$ cat config.mk
export PLATFORM = sky130hd
export DESIGN_NAME = ec_point_add_mod_p_core_flat
export DESIGN_NICKNAME = d
export VERILOG_FILES = /design/src/sv/ecpa_pkg.sv /design/src/sv/ecpa_if.sv /design/src/sv/ec_point_add_mod_p_core.sv /design/src/sv/ecpa_mod_unit.sv /design/src/flat_wrapper.sv
export SDC_FILE = /design/constraint.sdc
export NUM_CORES = 2
export LEC_CHECK = 0
export BUFFER_PORTS_ARGS = -buffer_cell sky130_fd_sc_hd__buf_4
export CAP_MARGIN = 10
export CORE_UTILIZATION = 55
export DETAILED_ROUTE_END_ITERATION = 10
export PLACE_DENSITY_LB_ADDON = 0.15
export SETUP_SLACK_MARGIN = 0.5
export SYNTH_ARGS = -nofsm -noshare
export SYNTH_HDL_FRONTEND = slang
export SYNTH_SLANG_ARGS = --single-unit
$ cat constraint.sdc
create_clock -name i_clk -period 11.2 [get_ports i_clk]
set_clock_uncertainty 0.1 [all_clocks]
set_input_delay 0.56 -clock i_clk [delete_from_list [all_inputs] [get_ports i_clk]]
set_output_delay 0.56 -clock i_clk [all_outputs]
set_load 0.01 [all_outputs]
$ cat src/sv/ecpa_pkg.sv
package ecpa_pkg;

    typedef enum logic [1:0] {
        MOD_REDUCE = 2'd0,
        MOD_MUL    = 2'd1,
        MOD_INV    = 2'd2
    } t_op;

    typedef enum logic [4:0] {
        ST_IDLE,
        ST_RED,
        ST_CHK,
        ST_SLOPE,
        ST_INV,
        ST_M,
        ST_X3,
        ST_Y3,
        ST_OUT
    } t_state;

    localparam logic [1:0] REG_MODULUS = 2'd0;
    localparam logic [1:0] REG_COEFF_A = 2'd1;
    localparam logic [1:0] REG_COEFF_B = 2'd2;

endpackage

$ cat src/sv/ecpa_if.sv
interface ecpa_in_if #(parameter int FIELD_BITS = 16);
    logic                  valid;
    logic                  ready;
    logic [FIELD_BITS-1:0] first_x;
    logic [FIELD_BITS-1:0] first_y;
    logic                  first_at_infinity;
    logic [FIELD_BITS-1:0] second_x;
    logic [FIELD_BITS-1:0] second_y;
    logic                  second_at_infinity;
    modport source (output valid, first_x, first_y, first_at_infinity,
                    second_x, second_y, second_at_infinity, input ready);
    modport sink (input valid, first_x, first_y, first_at_infinity,
                  second_x, second_y, second_at_infinity, output ready);
endinterface

interface ecpa_out_if #(parameter int FIELD_BITS = 16);
    logic                  valid;
    logic                  ready;
    logic [FIELD_BITS-1:0] sum_x;
    logic [FIELD_BITS-1:0] sum_y;
    logic                  sum_at_infinity;
    logic                  not_on_curve;
    modport source (output valid, sum_x, sum_y, sum_at_infinity, not_on_curve,
                    input ready);
    modport sink (input valid, sum_x, sum_y, sum_at_infinity, not_on_curve,
                  output ready);
endinterface

$ cat src/sv/ec_point_add_mod_p_core.sv
// Adds two affine points on y^2 = x^3 + a*x + b modulo a configured prime. One
// beat in gives one beat out; the block takes no new beat while it computes,
// but a finished sum waits in its own output register so the next beat can be
// taken meanwhile. Reductions, multiplies and inverses share one modular unit;
// additions and subtractions are done inline, and the inverse runs Euclid's
// algorithm. An addition of finite points takes at most 12 multiplies plus one
// inverse after six input reductions; infinity operands need only the six
// input reductions.
module ec_point_add_mod_p_core #(
    parameter int FIELD_BITS = 16
) (
    input  logic                  i_clk,
    input  logic                  i_rst_n,
    input  logic                  i_cfg_we,
    input  logic [1:0]            i_cfg_idx,
    input  logic [FIELD_BITS-1:0] i_cfg_data,
    ecpa_in_if.sink               in_if,
    ecpa_out_if.source            out_if
);
    localparam int W = FIELD_BITS;

    ecpa_pkg::t_state r_st, n_st;
    logic [W-1:0] r_p, r_ca, r_cb;
    logic [3:0]   r_step, n_step;
    logic [W-1:0] r_x1, n_x1, r_y1, n_y1, r_x2, n_x2, r_y2, n_y2;
    logic [W-1:0] r_a, n_a, r_b, n_b;
    logic [W-1:0] r_t, n_t, r_u, n_u, r_m, n_m;
    logic [W-1:0] r_rx, n_rx, r_ry, n_ry;
    logic         r_i1, n_i1, r_i2, n_i2;
    logic         r_inf, n_inf, r_bad, n_bad;
    logic [W-1:0] r_ox, n_ox, r_oy, n_oy;
    logic         r_oinf, n_oinf, r_obad, n_obad;
    logic         r_busy, n_busy;
    logic         r_ovld, n_ovld;
    logic         w_start;
    ecpa_pkg::t_op w_op;
    logic [W-1:0] w_ua, w_ub, w_res, w_p;
    logic         w_done;

    assign w_p = (r_p < W'(2)) ? W'(2) : r_p;

    ecpa_mod_unit #(.FIELD_BITS(W)) u_mod (
        .i_clk(i_clk), .i_rst_n(i_rst_n), .i_start(w_start), .i_op(w_op),
        .i_a(w_ua), .i_b(w_ub), .i_p(w_p), .o_done(w_done), .o_res(w_res)
    );

    function automatic logic [W-1:0] f_add(input logic [W-1:0] u, v, p);
        logic [W:0] s;
        s = {1'b0, u} + {1'b0, v};
        if (s >= {1'b0, p}) s = s - {1'b0, p};
        return s[W-1:0];
    endfunction

    function automatic logic [W-1:0] f_sub(input logic [W-1:0] u, v, p);
        logic [W:0] s;
        s = {1'b0, u} + {1'b0, p} - {1'b0, v};
        if (s >= {1'b0, p}) s = s - {1'b0, p};
        return s[W-1:0];
    endfunction

    always_ff @(posedge i_clk) begin
        if (!i_rst_n) begin
            r_st   <= ecpa_pkg::ST_IDLE;
            r_p    <= W'(2);
            r_ca   <= '0;
            r_cb   <= '0;
            r_busy <= 1'b0;
            r_ovld <= 1'b0;
        end else begin
            r_st   <= n_st;
            r_busy <= n_busy;
            r_ovld <= n_ovld;
            if (i_cfg_we) begin
                unique case (i_cfg_idx)
                    ecpa_pkg::REG_MODULUS: r_p  <= i_cfg_data;
                    ecpa_pkg::REG_COEFF_A: r_ca <= i_cfg_data;
                    ecpa_pkg::REG_COEFF_B: r_cb <= i_cfg_data;
                    default: ;
                endcase
            end
        end
        r_step <= n_step;
        r_x1 <= n_x1; r_y1 <= n_y1; r_x2 <= n_x2; r_y2 <= n_y2;
        r_a <= n_a; r_b <= n_b; r_t <= n_t; r_u <= n_u; r_m <= n_m;
        r_rx <= n_rx; r_ry <= n_ry; r_i1 <= n_i1; r_i2 <= n_i2;
        r_inf <= n_inf; r_bad <= n_bad;
        r_ox <= n_ox; r_oy <= n_oy; r_oinf <= n_oinf; r_obad <= n_obad;
    end

    assign in_if.ready     = (r_st == ecpa_pkg::ST_IDLE);
    assign out_if.valid    = r_ovld;
    assign out_if.sum_x    = r_ox;
    assign out_if.sum_y    = r_oy;
    assign out_if.sum_at_infinity = r_oinf;
    assign out_if.not_on_curve    = r_obad;

    always_comb begin
        n_st = r_st; n_step = r_step;
        n_x1 = r_x1; n_y1 = r_y1; n_x2 = r_x2; n_y2 = r_y2;
        n_a = r_a; n_b = r_b; n_t = r_t; n_u = r_u; n_m = r_m;
        n_rx = r_rx; n_ry = r_ry; n_i1 = r_i1; n_i2 = r_i2;
        n_inf = r_inf; n_bad = r_bad; n_ovld = r_ovld;
        n_ox = r_ox; n_oy = r_oy; n_oinf = r_oinf; n_obad = r_obad;
        n_busy = r_busy;
        w_start = 1'b0; w_op = ecpa_pkg::MOD_MUL; w_ua = '0; w_ub = '0;
        if (r_ovld && out_if.ready) n_ovld = 1'b0;

        // Issue one operation per step; r_busy marks it in flight.
        if (r_busy && w_done) n_busy = 1'b0;

        unique case (r_st)
            ecpa_pkg::ST_IDLE: begin
                if (in_if.valid) begin
                    n_x1 = in_if.first_x;  n_y1 = in_if.first_y;
                    n_x2 = in_if.second_x; n_y2 = in_if.second_y;
                    n_i1 = in_if.first_at_infinity;
                    n_i2 = in_if.second_at_infinity;
                    n_step = '0;
                    n_st = ecpa_pkg::ST_RED;
                end
            end
            ecpa_pkg::ST_RED: begin
                w_op = ecpa_pkg::MOD_REDUCE;
                unique case (r_step)
                    4'd0: w_ub = r_x1;
                    4'd1: w_ub = r_y1;
                    4'd2: w_ub = r_x2;
                    4'd3: w_ub = r_y2;
                    4'd4: w_ub = r_ca;
                    default: w_ub = r_cb;
                endcase
                if (!r_busy) begin
                    w_start = 1'b1; n_busy = 1'b1;
                end else if (w_done) begin
                    unique case (r_step)
                        4'd0: n_x1 = w_res;
                        4'd1: n_y1 = w_res;
                        4'd2: n_x2 = w_res;
                        4'd3: n_y2 = w_res;
                        4'd4: n_a  = w_res;
                        default: n_b = w_res;
                    endcase
                    n_step = r_step + 4'd1;
                    if (r_step == 4'd5) begin
                        n_step = '0;
                        n_inf = 1'b0; n_bad = 1'b0; n_rx = '0; n_ry = '0;
                        if (r_i1 || r_i2) begin
                            n_st = ecpa_pkg::ST_OUT;
                            if (r_i1 && r_i2) n_inf = 1'b1;
                            else if (r_i1) begin n_rx = r_x2; n_ry = r_y2; end
                            else begin n_rx = r_x1; n_ry = r_y1; end
                        end else begin
                            n_st = ecpa_pkg::ST_CHK;
                        end
                    end
                end
            end
            ecpa_pkg::ST_CHK: begin
                // Per point: t=x*x, t=t*x, t=t+a*x+b, then compare y*y with t.
                unique case (r_step[1:0])
                    2'd0: begin w_ua = r_step[2] ? r_x2 : r_x1; w_ub = w_ua; end
                    2'd1: begin w_ua = r_t; w_ub = r_step[2] ? r_x2 : r_x1; end
                    2'd2: begin w_ua = r_a; w_ub = r_step[2] ? r_x2 : r_x1; end
                    default: begin w_ua = r_step[2] ? r_y2 : r_y1; w_ub = w_ua; end
                endcase
                if (!r_busy) begin
                    w_start = 1'b1; n_busy = 1'b1;
                end else if (w_done) begin
                    n_step = r_step + 4'd1;
                    unique case (r_step[1:0])
                        2'd0, 2'd1: n_t = w_res;
                        2'd2: n_t = f_add(f_add(r_t, w_res, w_p), r_b, w_p);
                        default: begin
                            if (w_res != r_t) n_bad = 1'b1;
                            if (r_step == 4'd7) begin
                                n_step = '0;
                                if (n_bad) n_st = ecpa_pkg::ST_OUT;
                                else if (r_x1 == r_x2 && (r_y1 != r_y2 || r_y1 == '0)) begin
                                    n_inf = 1'b1; n_st = ecpa_pkg::ST_OUT;
                                end else if (r_x1 == r_x2) begin
                                    n_st = ecpa_pkg::ST_SLOPE;
                                end else begin
                                    n_t = f_sub(r_y2, r_y1, w_p);
                                    n_u = f_sub(r_x2, r_x1, w_p);
                                    n_st = ecpa_pkg::ST_INV;
                                end
                            end
                        end
                    endcase
                end
            end
            ecpa_pkg::ST_SLOPE: begin
                w_ua = r_x1; w_ub = r_x1;
                if (!r_busy) begin
                    w_start = 1'b1; n_busy = 1'b1;
                end else if (w_done) begin
                    n_t = f_add(f_add(f_add(w_res, w_res, w_p), w_res, w_p), r_a, w_p);
                    n_u = f_add(r_y1, r_y1, w_p);
                    n_st = ecpa_pkg::ST_INV;
                end
            end
            ecpa_pkg::ST_INV: begin
                w_op = ecpa_pkg::MOD_INV; w_ua = r_u;
                if (!r_busy) begin
                    w_start = 1'b1; n_busy = 1'b1;
                end else if (w_done) begin
                    n_u = w_res; n_st = ecpa_pkg::ST_M;
                end
            end
            ecpa_pkg::ST_M: begin
                w_ua = r_t; w_ub = r_u;
                if (!r_busy) begin
                    w_start = 1'b1; n_busy = 1'b1;
                end else if (w_done) begin
                    n_m = w_res; n_st = ecpa_pkg::ST_X3;
                end
            end
            ecpa_pkg::ST_X3: begin
                w_ua = r_m; w_ub = r_m;
                if (!r_busy) begin
                    w_start = 1'b1; n_busy = 1'b1;
                end else if (w_done) begin
                    n_rx = f_sub(f_sub(w_res, r_x1, w_p), r_x2, w_p);
                    n_st = ecpa_pkg::ST_Y3;
                end
            end
            ecpa_pkg::ST_Y3: begin
                w_ua = r_m; w_ub = f_sub(r_x1, r_rx, w_p);
                if (!r_busy) begin
                    w_start = 1'b1; n_busy = 1'b1;
                end else if (w_done) begin
                    n_ry = f_sub(w_res, r_y1, w_p);
                    n_st = ecpa_pkg::ST_OUT;
                end
            end
            default: begin
                if (!n_ovld) begin
                    n_ox   = (r_inf || r_bad) ? '0 : r_rx;
                    n_oy   = (r_inf || r_bad) ? '0 : r_ry;
                    n_oinf = r_inf;
                    n_obad = r_bad;
                    n_ovld = 1'b1;
                    n_st = ecpa_pkg::ST_IDLE;
                end
            end
        endcase
    end
endmodule

$ cat src/sv/ecpa_mod_unit.sv
module ecpa_mod_unit #(
    parameter int FIELD_BITS = 16
) (
    input  logic                  i_clk,
    input  logic                  i_rst_n,
    input  logic                  i_start,
    input  ecpa_pkg::t_op         i_op,
    input  logic [FIELD_BITS-1:0] i_a,
    input  logic [FIELD_BITS-1:0] i_b,
    input  logic [FIELD_BITS-1:0] i_p,
    output logic                  o_done,
    output logic [FIELD_BITS-1:0] o_res
);
    localparam int W  = FIELD_BITS;
    localparam int PW = 2 * FIELD_BITS;
    localparam int CW = $clog2(PW + 1);

    typedef enum logic [1:0] {
        U_IDLE,
        U_PROD,
        U_RED,
        U_INV
    } t_ustate;

    t_ustate       r_st, n_st;
    logic [PW-1:0] r_acc, n_acc;
    logic [CW-1:0] r_cnt, n_cnt;
    logic [W-1:0]  r_res, n_res;
    logic          r_done, n_done;
    logic [W:0]    r_r0, n_r0, r_r1, n_r1;
    logic [W:0]    r_t0, n_t0, r_t1, n_t1;
    logic [W:0]    r_q, n_q;
    logic [W:0]    r_rem, n_rem;
    logic [W-1:0]  r_mul_a;
    logic [W-1:0]  n_mul_a;
    logic [PW-1:0] w_prod;
    logic [W:0]    w_rbit;
    logic [W:0]    w_tq;
    logic [2*W+1:0] w_qt;

    assign w_prod = r_mul_a * i_b;
    assign w_rbit = {r_rem[W-1:0], r_acc[PW-1]};
    assign w_qt   = r_q * r_t1;
    assign w_tq   = r_t0 - w_qt[W:0];

    always_ff @(posedge i_clk) begin
        if (!i_rst_n) begin
            r_st   <= U_IDLE;
            r_done <= 1'b0;
        end else begin
            r_st   <= n_st;
            r_done <= n_done;
        end
        r_acc   <= n_acc;
        r_cnt   <= n_cnt;
        r_res   <= n_res;
        r_r0    <= n_r0;
        r_r1    <= n_r1;
        r_t0    <= n_t0;
        r_t1    <= n_t1;
        r_q     <= n_q;
        r_rem   <= n_rem;
        r_mul_a <= n_mul_a;
    end

    // Reduction is restoring, one bit per cycle; the inverse runs Euclid with
    // one bit of each quotient per cycle.
    always_comb begin
        n_st    = r_st;
        n_acc   = r_acc;
        n_cnt   = r_cnt;
        n_res   = r_res;
        n_done  = 1'b0;
        n_r0    = r_r0;
        n_r1    = r_r1;
        n_t0    = r_t0;
        n_t1    = r_t1;
        n_q     = r_q;
        n_rem   = r_rem;
        n_mul_a = r_mul_a;
        unique case (r_st)
            U_IDLE: begin
                if (i_start) begin
                    unique case (i_op)
                        ecpa_pkg::MOD_MUL: begin
                            n_mul_a = i_a;
                            n_st    = U_PROD;
                        end
                        ecpa_pkg::MOD_INV: begin
                            n_r0  = {1'b0, i_p};
                            n_r1  = {1'b0, i_a};
                            n_t0  = '0;
                            n_t1  = {{W{1'b0}}, 1'b1};
                            n_acc = {{W{1'b0}}, i_p};
                            n_rem = '0;
                            n_q   = '0;
                            n_cnt = CW'(PW);
                            n_st  = U_INV;
                        end
                        default: begin
                            n_acc = {i_a, i_b};
                            n_rem = '0;
                            n_cnt = CW'(PW);
                            n_st  = U_RED;
                        end
                    endcase
                end
            end
            U_PROD: begin
                n_acc = w_prod;
                n_rem = '0;
                n_cnt = CW'(PW);
                n_st  = U_RED;
            end
            U_RED: begin
                n_acc = {r_acc[PW-2:0], 1'b0};
                if (w_rbit >= {1'b0, i_p}) begin
                    n_rem = w_rbit - {1'b0, i_p};
                end else begin
                    n_rem = w_rbit;
                end
                n_cnt = r_cnt - 1'b1;
                if (r_cnt == CW'(1)) begin
                    n_res  = n_rem[W-1:0];
                    n_done = 1'b1;
                    n_st   = U_IDLE;
                end
            end
            default: begin
                if (r_r1 == '0) begin
                    if (r_r0 == {{W{1'b0}}, 1'b1}) begin
                        if (r_t0[W]) begin
                            n_res = W'(r_t0 + {1'b0, i_p});
                        end else begin
                            n_res = r_t0[W-1:0];
                        end
                    end else begin
                        n_res = '0;
                    end
                    n_done = 1'b1;
                    n_st   = U_IDLE;
                end else if (r_cnt != '0) begin
                    // Divide r0 by r1, bit by bit from bit W-1 of r_acc.
                    n_acc = {r_acc[PW-2:0], 1'b0};
                    if ({r_rem[W-1:0], r_acc[W-1]} >= r_r1) begin
                        n_rem = {r_rem[W-1:0], r_acc[W-1]} - r_r1;
                        n_q   = {r_q[W-1:0], 1'b1};
                    end else begin
                        n_rem = {r_rem[W-1:0], r_acc[W-1]};
                        n_q   = {r_q[W-1:0], 1'b0};
                    end
                    if (r_cnt == CW'(PW)) begin
                        n_cnt = CW'(W - 1);
                    end else if (r_cnt == CW'(1)) begin
                        n_cnt = '0;
                    end else begin
                        n_cnt = r_cnt - 1'b1;
                    end
                end else begin
                    n_r0  = r_r1;
                    n_r1  = r_rem;
                    n_t0  = r_t1;
                    n_t1  = w_tq;
                    n_acc = {{W{1'b0}}, r_r1[W-1:0]};
                    n_rem = '0;
                    n_q   = '0;
                    n_cnt = CW'(PW);
                end
            end
        endcase
    end

    assign o_done = r_done;
    assign o_res  = r_res;
endmodule
$ cat src/flat_wrapper.sv
// flat-port wrapper written by rule: the top's interface ports become plain ports
module ec_point_add_mod_p_core_flat 
#(
    parameter int FIELD_BITS = 16
)
  (i_clk, i_rst_n, i_cfg_we, i_cfg_idx, i_cfg_data, in_if_valid, in_if_first_x, in_if_first_y, in_if_first_at_infinity, in_if_second_x, in_if_second_y, in_if_second_at_infinity, in_if_ready, out_if_valid, out_if_sum_x, out_if_sum_y, out_if_sum_at_infinity, out_if_not_on_curve, out_if_ready);
  ecpa_in_if #(.FIELD_BITS(FIELD_BITS)) in_if_i ();
  ecpa_out_if #(.FIELD_BITS(FIELD_BITS)) out_if_i ();
  input  logic i_clk;
  input  logic i_rst_n;
  input  logic i_cfg_we;
  input  logic [1:0] i_cfg_idx;
  input  logic [FIELD_BITS-1:0] i_cfg_data;
  input wire logic [$bits(in_if_i.valid)-1:0] in_if_valid;
  input wire logic [$bits(in_if_i.first_x)-1:0] in_if_first_x;
  input wire logic [$bits(in_if_i.first_y)-1:0] in_if_first_y;
  input wire logic [$bits(in_if_i.first_at_infinity)-1:0] in_if_first_at_infinity;
  input wire logic [$bits(in_if_i.second_x)-1:0] in_if_second_x;
  input wire logic [$bits(in_if_i.second_y)-1:0] in_if_second_y;
  input wire logic [$bits(in_if_i.second_at_infinity)-1:0] in_if_second_at_infinity;
  output wire logic [$bits(in_if_i.ready)-1:0] in_if_ready;
  output wire logic [$bits(out_if_i.valid)-1:0] out_if_valid;
  output wire logic [$bits(out_if_i.sum_x)-1:0] out_if_sum_x;
  output wire logic [$bits(out_if_i.sum_y)-1:0] out_if_sum_y;
  output wire logic [$bits(out_if_i.sum_at_infinity)-1:0] out_if_sum_at_infinity;
  output wire logic [$bits(out_if_i.not_on_curve)-1:0] out_if_not_on_curve;
  input wire logic [$bits(out_if_i.ready)-1:0] out_if_ready;
  assign in_if_i.valid = in_if_valid;
  assign in_if_i.first_x = in_if_first_x;
  assign in_if_i.first_y = in_if_first_y;
  assign in_if_i.first_at_infinity = in_if_first_at_infinity;
  assign in_if_i.second_x = in_if_second_x;
  assign in_if_i.second_y = in_if_second_y;
  assign in_if_i.second_at_infinity = in_if_second_at_infinity;
  assign in_if_ready = in_if_i.ready;
  assign out_if_valid = out_if_i.valid;
  assign out_if_sum_x = out_if_i.sum_x;
  assign out_if_sum_y = out_if_i.sum_y;
  assign out_if_sum_at_infinity = out_if_i.sum_at_infinity;
  assign out_if_not_on_curve = out_if_i.not_on_curve;
  assign out_if_i.ready = out_if_ready;
  ec_point_add_mod_p_core #(.FIELD_BITS(FIELD_BITS)) u_core (.i_clk(i_clk), .i_rst_n(i_rst_n), .i_cfg_we(i_cfg_we), .i_cfg_idx(i_cfg_idx), .i_cfg_data(i_cfg_data), .in_if(in_if_i), .out_if(out_if_i));
endmodule
* Yosys cells after proc, flatten, opt, wreduce, memory -nomap -nowiden
Cells that the tools add are included.
** Cells by class
- $lt $le $gt $ge :: 15
- Multiply operators :: 2
- Add/subtract/negate cells :: 35
- Reductions and logical operators :: 58
- Bitwise gates (word level) :: 5
- Muxes and demuxes :: 214
- Eq/ne operators :: 65
** Operators by type and width (count)
- 2-to-1 mux 16 bit :: 84
- 2-to-1 mux 17 bit :: 24
- case mux 16 bit (2 select lines) :: 9
- greater-or-equal comparator 17 x 16 -> 1 bit :: 13
- subtractor 16 bit :: 12
- adder 16 x 16 -> 17 bit :: 11
- case mux 17 bit (2 select lines) :: 5
- case mux 16 bit (5 select lines) :: 2
- subtractor 17 x 16 -> 17 bit :: 7
- 2-to-1 mux 5 bit :: 21
- 2-to-1 mux 32 bit :: 3
- case mux 16 bit (3 select lines) :: 2
- case mux 16 bit (6 select lines) :: 1
- case mux 32 bit (3 select lines) :: 1
- case mux 32 bit (2 select lines) :: 1
- case mux 17 bit (3 select lines) :: 1
- case mux 5 bit (8 select lines) :: 1
- inequality test 2 bit, second input constant :: 19
- 2-to-1 mux 4 bit :: 9
- 2-to-1 mux 6 bit :: 6
- subtractor 17 bit :: 2
- multiplier 16 x 16 -> 32 bit :: 1
- 2-to-1 mux 1 bit :: 32
- inequality test 16 bit :: 2
- 57 further kinds :: 125
** Word-level totals
- Register bits after elaboration :: 448

* Logic depth before layout (Yosys ltp)
- Word-level depth :: 19
- Gate-level depth with buffers :: 55
- Gate-level depth less buffers :: 52

* By module
Synthesis repeated with hierarchy kept, for this count alone.
** Unflattened totals
- Cell total of the unflattened synthesis :: 6514
- Area, all modules :: 57604.0 um^2
** By module, submodules not included
- ec_point_add_mod_p_core :: cells each 4020, area an instance 33628.5 um^2, times used 1
- ecpa_mod_unit :: cells each 2494, area an instance 23975.5 um^2, times used 1

* Worst setup path before layout
Ideal clock, no wire load.
- Path kind :: flip-flop to flip-flop
- Start point :: register u_core.r_p[15]
- End point :: register u_core.u_mod.r_acc[28] (data pin)
- Slack :: -1056 ps
- Setup time :: 270 ps
- Stages on the path, launching flop included :: 44
- Arrival :: 11885 ps
- Clock period less this slack :: 12256 ps
- Cell sequence :: dfxtp_1 -> nor4_1 -> nand4_1 -> nor2b_1 -> inv_1 -> fa_1 -> ha_1 -> a211oi_1 -> o21ai_0 -> nand3_1 -> a41oi_1 -> o21a_1 -> o31a_1 -> ha_1 -> nand3_1 -> nor3_1 -> a21oi_1 -> or4b_4 -> [8 not listed] -> fa_1 -> fa_1 -> inv_1 -> fa_1 -> inv_1 -> fa_1 -> inv_1 -> ha_1 -> a21o_1 -> a21oi_1 -> a2bb2oi_1 -> and3_1 -> nor2_1 -> a311o_1 -> a221oi_1 -> xnor2_1 -> a222oi_1 -> a21oi_1
** Between the ends
- Word-level cells in the longest chain between the ends :: 9
- Elaborated cells on any way between the ends :: 10
** Ends and longest elaborated chain
- from (decl) :: RTL line ec_point_add_mod_p_core.sv:23 : logic [W-1:0] r_p, r_ca, r_cb;
- from (signal assigned) :: RTL line ec_point_add_mod_p_core.sv:75 : ecpa_pkg::REG_MODULUS: r_p <= i_cfg_data;
- less-than comparator 16 x 2 -> 1 bit :: RTL line ec_point_add_mod_p_core.sv:40 : assign w_p = (r_p < W'(2)) ? W'(2) : r_p;
- 2-to-1 mux 16 bit (*) :: RTL line ec_point_add_mod_p_core.sv:40
- adder 16 x 16 -> 17 bit :: RTL line ec_point_add_mod_p_core.sv:56 : s = {1'b0, u} + {1'b0, p} - {1'b0, v};
- subtractor 17 x 16 -> 17 bit :: RTL line ec_point_add_mod_p_core.sv:56
- subtractor 16 bit or greater-or-equal comparator 17 x 16 -> 1 bit (tied branches) :: RTL line ec_point_add_mod_p_core.sv:57 : if (s >= {1'b0, p}) s = s - {1'b0, p};
- 2-to-1 mux 16 bit (*) :: RTL line ec_point_add_mod_p_core.sv:57
- case mux 16 bit (6 select lines) (*) :: RTL line ec_point_add_mod_p_core.sv:111 : unique case (r_st)
- multiplier 16 x 16 -> 32 bit (*) :: RTL line ecpa_mod_unit.sv:41 : assign w_prod = r_mul_a * i_b;
- case mux 32 bit (3 select lines) (*) :: RTL line ecpa_mod_unit.sv:81 : unique case (r_st)
- net u_core.u_mod.n_acc[28] :: RTL line ecpa_mod_unit.sv:26 : logic [PW-1:0] r_acc, n_acc;
- to (signal assigned) :: RTL line ecpa_mod_unit.sv:54 : r_acc <= n_acc;
- to (decl) :: RTL line ecpa_mod_unit.sv:26
The timed path passes the listed nets; every way through them passes the cells marked *.
A chain may end at the register's enable or synchronous reset.

* Final worst setup path
- Start point :: register u_core.r_p[11]
- End point :: register u_core.r_t[13] (data pin)
** Between the ends
- Word-level cells in the longest chain between the ends :: 19
- Elaborated cells on any way between the ends :: 45
** Ends and longest elaborated chain
- less-than comparator 16 x 2 -> 1 bit :: RTL line ec_point_add_mod_p_core.sv:40
- 2-to-1 mux 16 bit (*) :: RTL line ec_point_add_mod_p_core.sv:40
- subtractor 16 bit or greater-or-equal comparator 17 x 16 -> 1 bit (tied branches) :: RTL line ec_point_add_mod_p_core.sv:50 : if (s >= {1'b0, p}) s = s - {1'b0, p};
- 2-to-1 mux 16 bit :: RTL line ec_point_add_mod_p_core.sv:50
- 2-to-1 mux 16 bit :: RTL line ec_point_add_mod_p_core.sv:196 : end else if (w_done) begin
- 2-to-1 mux 16 bit :: RTL line ec_point_add_mod_p_core.sv:194 : if (!r_busy) begin
- 2-to-1 mux 16 bit :: RTL line ec_point_add_mod_p_core.sv:111
- adder 16 x 16 -> 17 bit :: RTL line ec_point_add_mod_p_core.sv:49 : s = {1'b0, u} + {1'b0, v};
- [4 not listed]
- 2-to-1 mux 16 bit :: RTL line ec_point_add_mod_p_core.sv:111
- adder 16 x 16 -> 17 bit :: RTL line ec_point_add_mod_p_core.sv:49
- subtractor 16 bit or greater-or-equal comparator 17 x 16 -> 1 bit (tied branches) :: RTL line ec_point_add_mod_p_core.sv:50
- 2-to-1 mux 16 bit :: RTL line ec_point_add_mod_p_core.sv:50
- 2-to-1 mux 16 bit :: RTL line ec_point_add_mod_p_core.sv:196
- 2-to-1 mux 16 bit :: RTL line ec_point_add_mod_p_core.sv:194
- case mux 16 bit (2 select lines) (*) :: RTL line ec_point_add_mod_p_core.sv:111
- net u_core.n_t[13] :: RTL line ec_point_add_mod_p_core.sv:27 : logic [W-1:0] r_t, n_t, r_u, n_u, r_m, n_m;
- to (signal assigned) :: RTL line ec_point_add_mod_p_core.sv:84 : r_a <= n_a; r_b <= n_b; r_t <= n_t; r_u <= n_u; r_m <= n_m;
- to (decl) :: RTL line ec_point_add_mod_p_core.sv:27
The timed path passes the listed nets; every way through them passes the cells marked *. The select of a mux whose other input is x is not followed.

==> impl_metrics.ini <==
[finish]
fillers = 8382
drive_gt1_share_pct = 18.72
nNetsFinal = 7946
final_cell_mix = 765 x nand2_1, 607 x inv_1, 585 x buf_4
area_growth_pct = 18.96
fin_cells = 8295
mostFrequentLayoutCell = nand2_1
post-route-util_pct = 66.11

[cts]
cts_sinks = 447
cts_tree = done
htreeDepth = 2
ctsRootBufferMaster = clkbuf_16
cts-buffers-inserted = 54
clk_path_buf_depth = 3
clk_latency_ns = 0.72
cts.clk_slew.worst_paths_ns = 0.07

[critical_path]
r2r_start = u_core.r_p[11]
cp.arrival_ns = 11.66
startpoint_type = register
r2r_cells = 55
required_ns = 11.66
crit_family = compound AO/OA/AOI/OAI gates
slowest_stage = o211ai_1
worstSetupPathType = reg2reg
endpoint = u_core.r_t[13]
cp-end-kind = register
critical-path-max-stage-delay_ns = 0.59
r2r_slack_ns = 0.0006
timing.rr.end = u_core.r_t[13]
cp.depth = 55
worstPathMaxFanout = 7
cp_common_cell = buf_6
critPathLaunch = u_core.r_p[11]
critPathBufInv = 10

[sta]
rsz0062_at_grt = true
period_needed_ns = 11.20
worst_slack_ns = 0.0006448
setup_viol = 0
fin_crit_sh_pct = 99.99
maxSlewViolCount = 0
fmax_mhz = 89.29
worst_pin_slew_ns = 1.299
final-hold-violation-count = 0
relSlewSlack_pct = 13.37

[hold_path]
min_path_type = in2reg

[route]
vias = 54440
ant_nets = 0
drc_errors = 0
drtIter0Drc = 7868
wl_um = 240800
wl_per_cell_um = 29.03
dr.pass1.iters = 8
vias_per_cell = 6.563

[place]
place_inst = 8010
dp_hpwl_um = 183900
dp_worst_setup_slack_ns = -0.4181
place.port_buffers = 124
gp_congestion = 1.112

[logic_synthesis]
yosysWarnings = 0
synth_fp_nets = 7485
syn_area_per_cell_um2 = 8.836
ys_seq_area_share_pct = 22.67
yosys.area_share.adder_pct = 26.74
ys_seq_elements = 447
syn_area_um2 = 56700
ys.flop_type = edfxtp_1
synth.area.mux_share_pct = 3.314
synthXorXnorAreaFrac_pct = 6.472
synth-simple-area-share_pct = 16.89
synth_cells = 6417
synth_edf_count = 390
synth-compound-area-share_pct = 17.84
synth_top_family_by_area = adder cells
async_flop_share_pct = 0
synth.distinct_cells = 92

[die]
fp-row-count = 117
ioPinCount = 125
fp.dieH_um = 323.1
initial_core_util_pct = 55.57
dieArea_um2 = 104400
die_w_um = 323.1
core_um2 = 102000

[flow_run]
maxCapViolCount = 0

[global_routing]
grt_antenna_before_repair = 16
grt_start_max_net_pins = 73
grt_util_all_layers_pct = 44.73
grt_overflow = 0
grt_pass1_vias = 49720
grt_first_pass_wirelength_um = 337500

[outcome]
outcome = completed
-- worst min-delay path by stage --
stage	from	endpoint	cells after the start
detailed placement	u_core.r_cb[7]	u_core.r_cb[7]	2
floorplan	u_core.r_ca[10]	u_core.r_ca[10]	2
finish	in_if_second_y[3]	u_core.r_y2[3]	3
global route	in_if_second_y[15]	u_core.r_y2[15]	3
CTS	i_cfg_data[11]	u_core.r_p[11]	3
global placement	u_core.r_cb[6]	u_core.r_cb[6]	2
-- cell type report --
type | count | area, um^2 | area share [%]
Multi-Input combinational cell | 5082 | 43170 | 64.00
Sequential cell | 447 | 12870 | 19.08
Timing Repair Buffer | 658 | 5375 | 7.969
Inverter | 635 | 2419 | 3.586
Tap cell | 1368 | 1712 | 2.538
Clock buffer | 78 | 1619 | 2.400
Clock inverter | 24 | 282.8 | 0.4192
Antenna cell | 3 | 7.507 | 0.01113
-- worst register-to-register path, delay by kind of cell, from the launching register on --
kind | cells | cell delay (ns)
compound gates | 20 | 4.02
xor+xnor | 1 | 0.14
fa+ha+maj | 5 | 1.35
buf+inv | 10 | 1.44
flops | 1 | 0.34
mux | 2 | 0.47
simple gates | 17 | 3.18
-- cells in the mapped netlist (all sizes together), types with 10 or more instances --
cell type	number	area share (%)
a2111oi	11	0.20
a211o	12	0.19
o22ai	32	0.35
a21boi	58	0.77
mux2	70	1.4
dfxtp	57	2.0
a31oi	40	0.44
o31ai	23	0.30
a21o	121	1.6
a222oi	55	0.97
a21oi	380	3.4
nand3b	11	0.15
ha	591	13
or3	41	0.45
clkbuf	217	1.4
a221oi	80	1.2
nand3	102	0.90
xor2	128	2.0
a22oi	36	0.48
nor2	312	2.1
o221ai	20	0.31
buf	40	0.44
nand4	53	0.58
a211oi	62	0.84
edfxtp	390	21
xnor2	291	4.5
mux2i	109	1.9
nor2b	124	1.4
nor4	46	0.51
nand2b	62	0.68
nor3b	10	0.13
o21ai	278	2.5
and2	255	2.8
or2	18	0.20
fa	388	14
o211ai	32	0.42
nand2	789	5.2
a311o	11	0.20
o31a	20	0.31
o21a	85	1.1
o21bai	55	0.73
nor3	115	1.0
and3	39	0.43
inv	633	4.2
-- logic make-up after synthesis --
family,count (synthesis)
flops,447
fa+ha+maj,979
compound gates,1502
xor+xnor,419
buf+inv,892
simple gates,1999
mux,179
-- through the flow --
| step | instance area (um^2) | hold WS [ns] | TNS (ns) |
|---|---|---|---|
| floorplan | 56980 | 0.3428 | 0 |
| global placement | 61460 | 0.3627 | -1.178 |
| detailed placement | 61460 | 0.3668 | -5.674 |
| CTS | 65280 | 0.02062 | 0 |
| global route | 67450 | 0.05211 | -2.299 |
| finish | 67450 | 0.03929 | 0 |
-- what timing repair did --
item	in CTS	in global routing
hold endpoints to repair	2	0
buffers inserted	92	77
hold buffers	2	0
pin swaps	130	223
gates cloned	5	2
resized for setup	226	330
endpoints found under the setup margin	52	52
-- state kept, by name, indices dropped and copies added (netlist names), 17 cells and up --
register,flops
u_core.u_mod.r_t1,17
u_core.u_mod.r_r1,17
u_core.u_mod.r_q,17
u_core.u_mod.r_r0,17
u_core.u_mod.r_t0,17
u_core.u_mod.r_acc,32
u_core.u_mod.r_rem,17
-- routing by layer --
layer / routed length, um / GRT usage, %
met1: 94580 / 62.22
met2: 95600 / 61.50
met3: 36160 / 15.61
met4: 14160 / 21.27
met5: 283 / 0
Power is left out: the tool's default activity adds up to more than one toggle a clock period on the data nets, which glitch-free logic cannot reach.
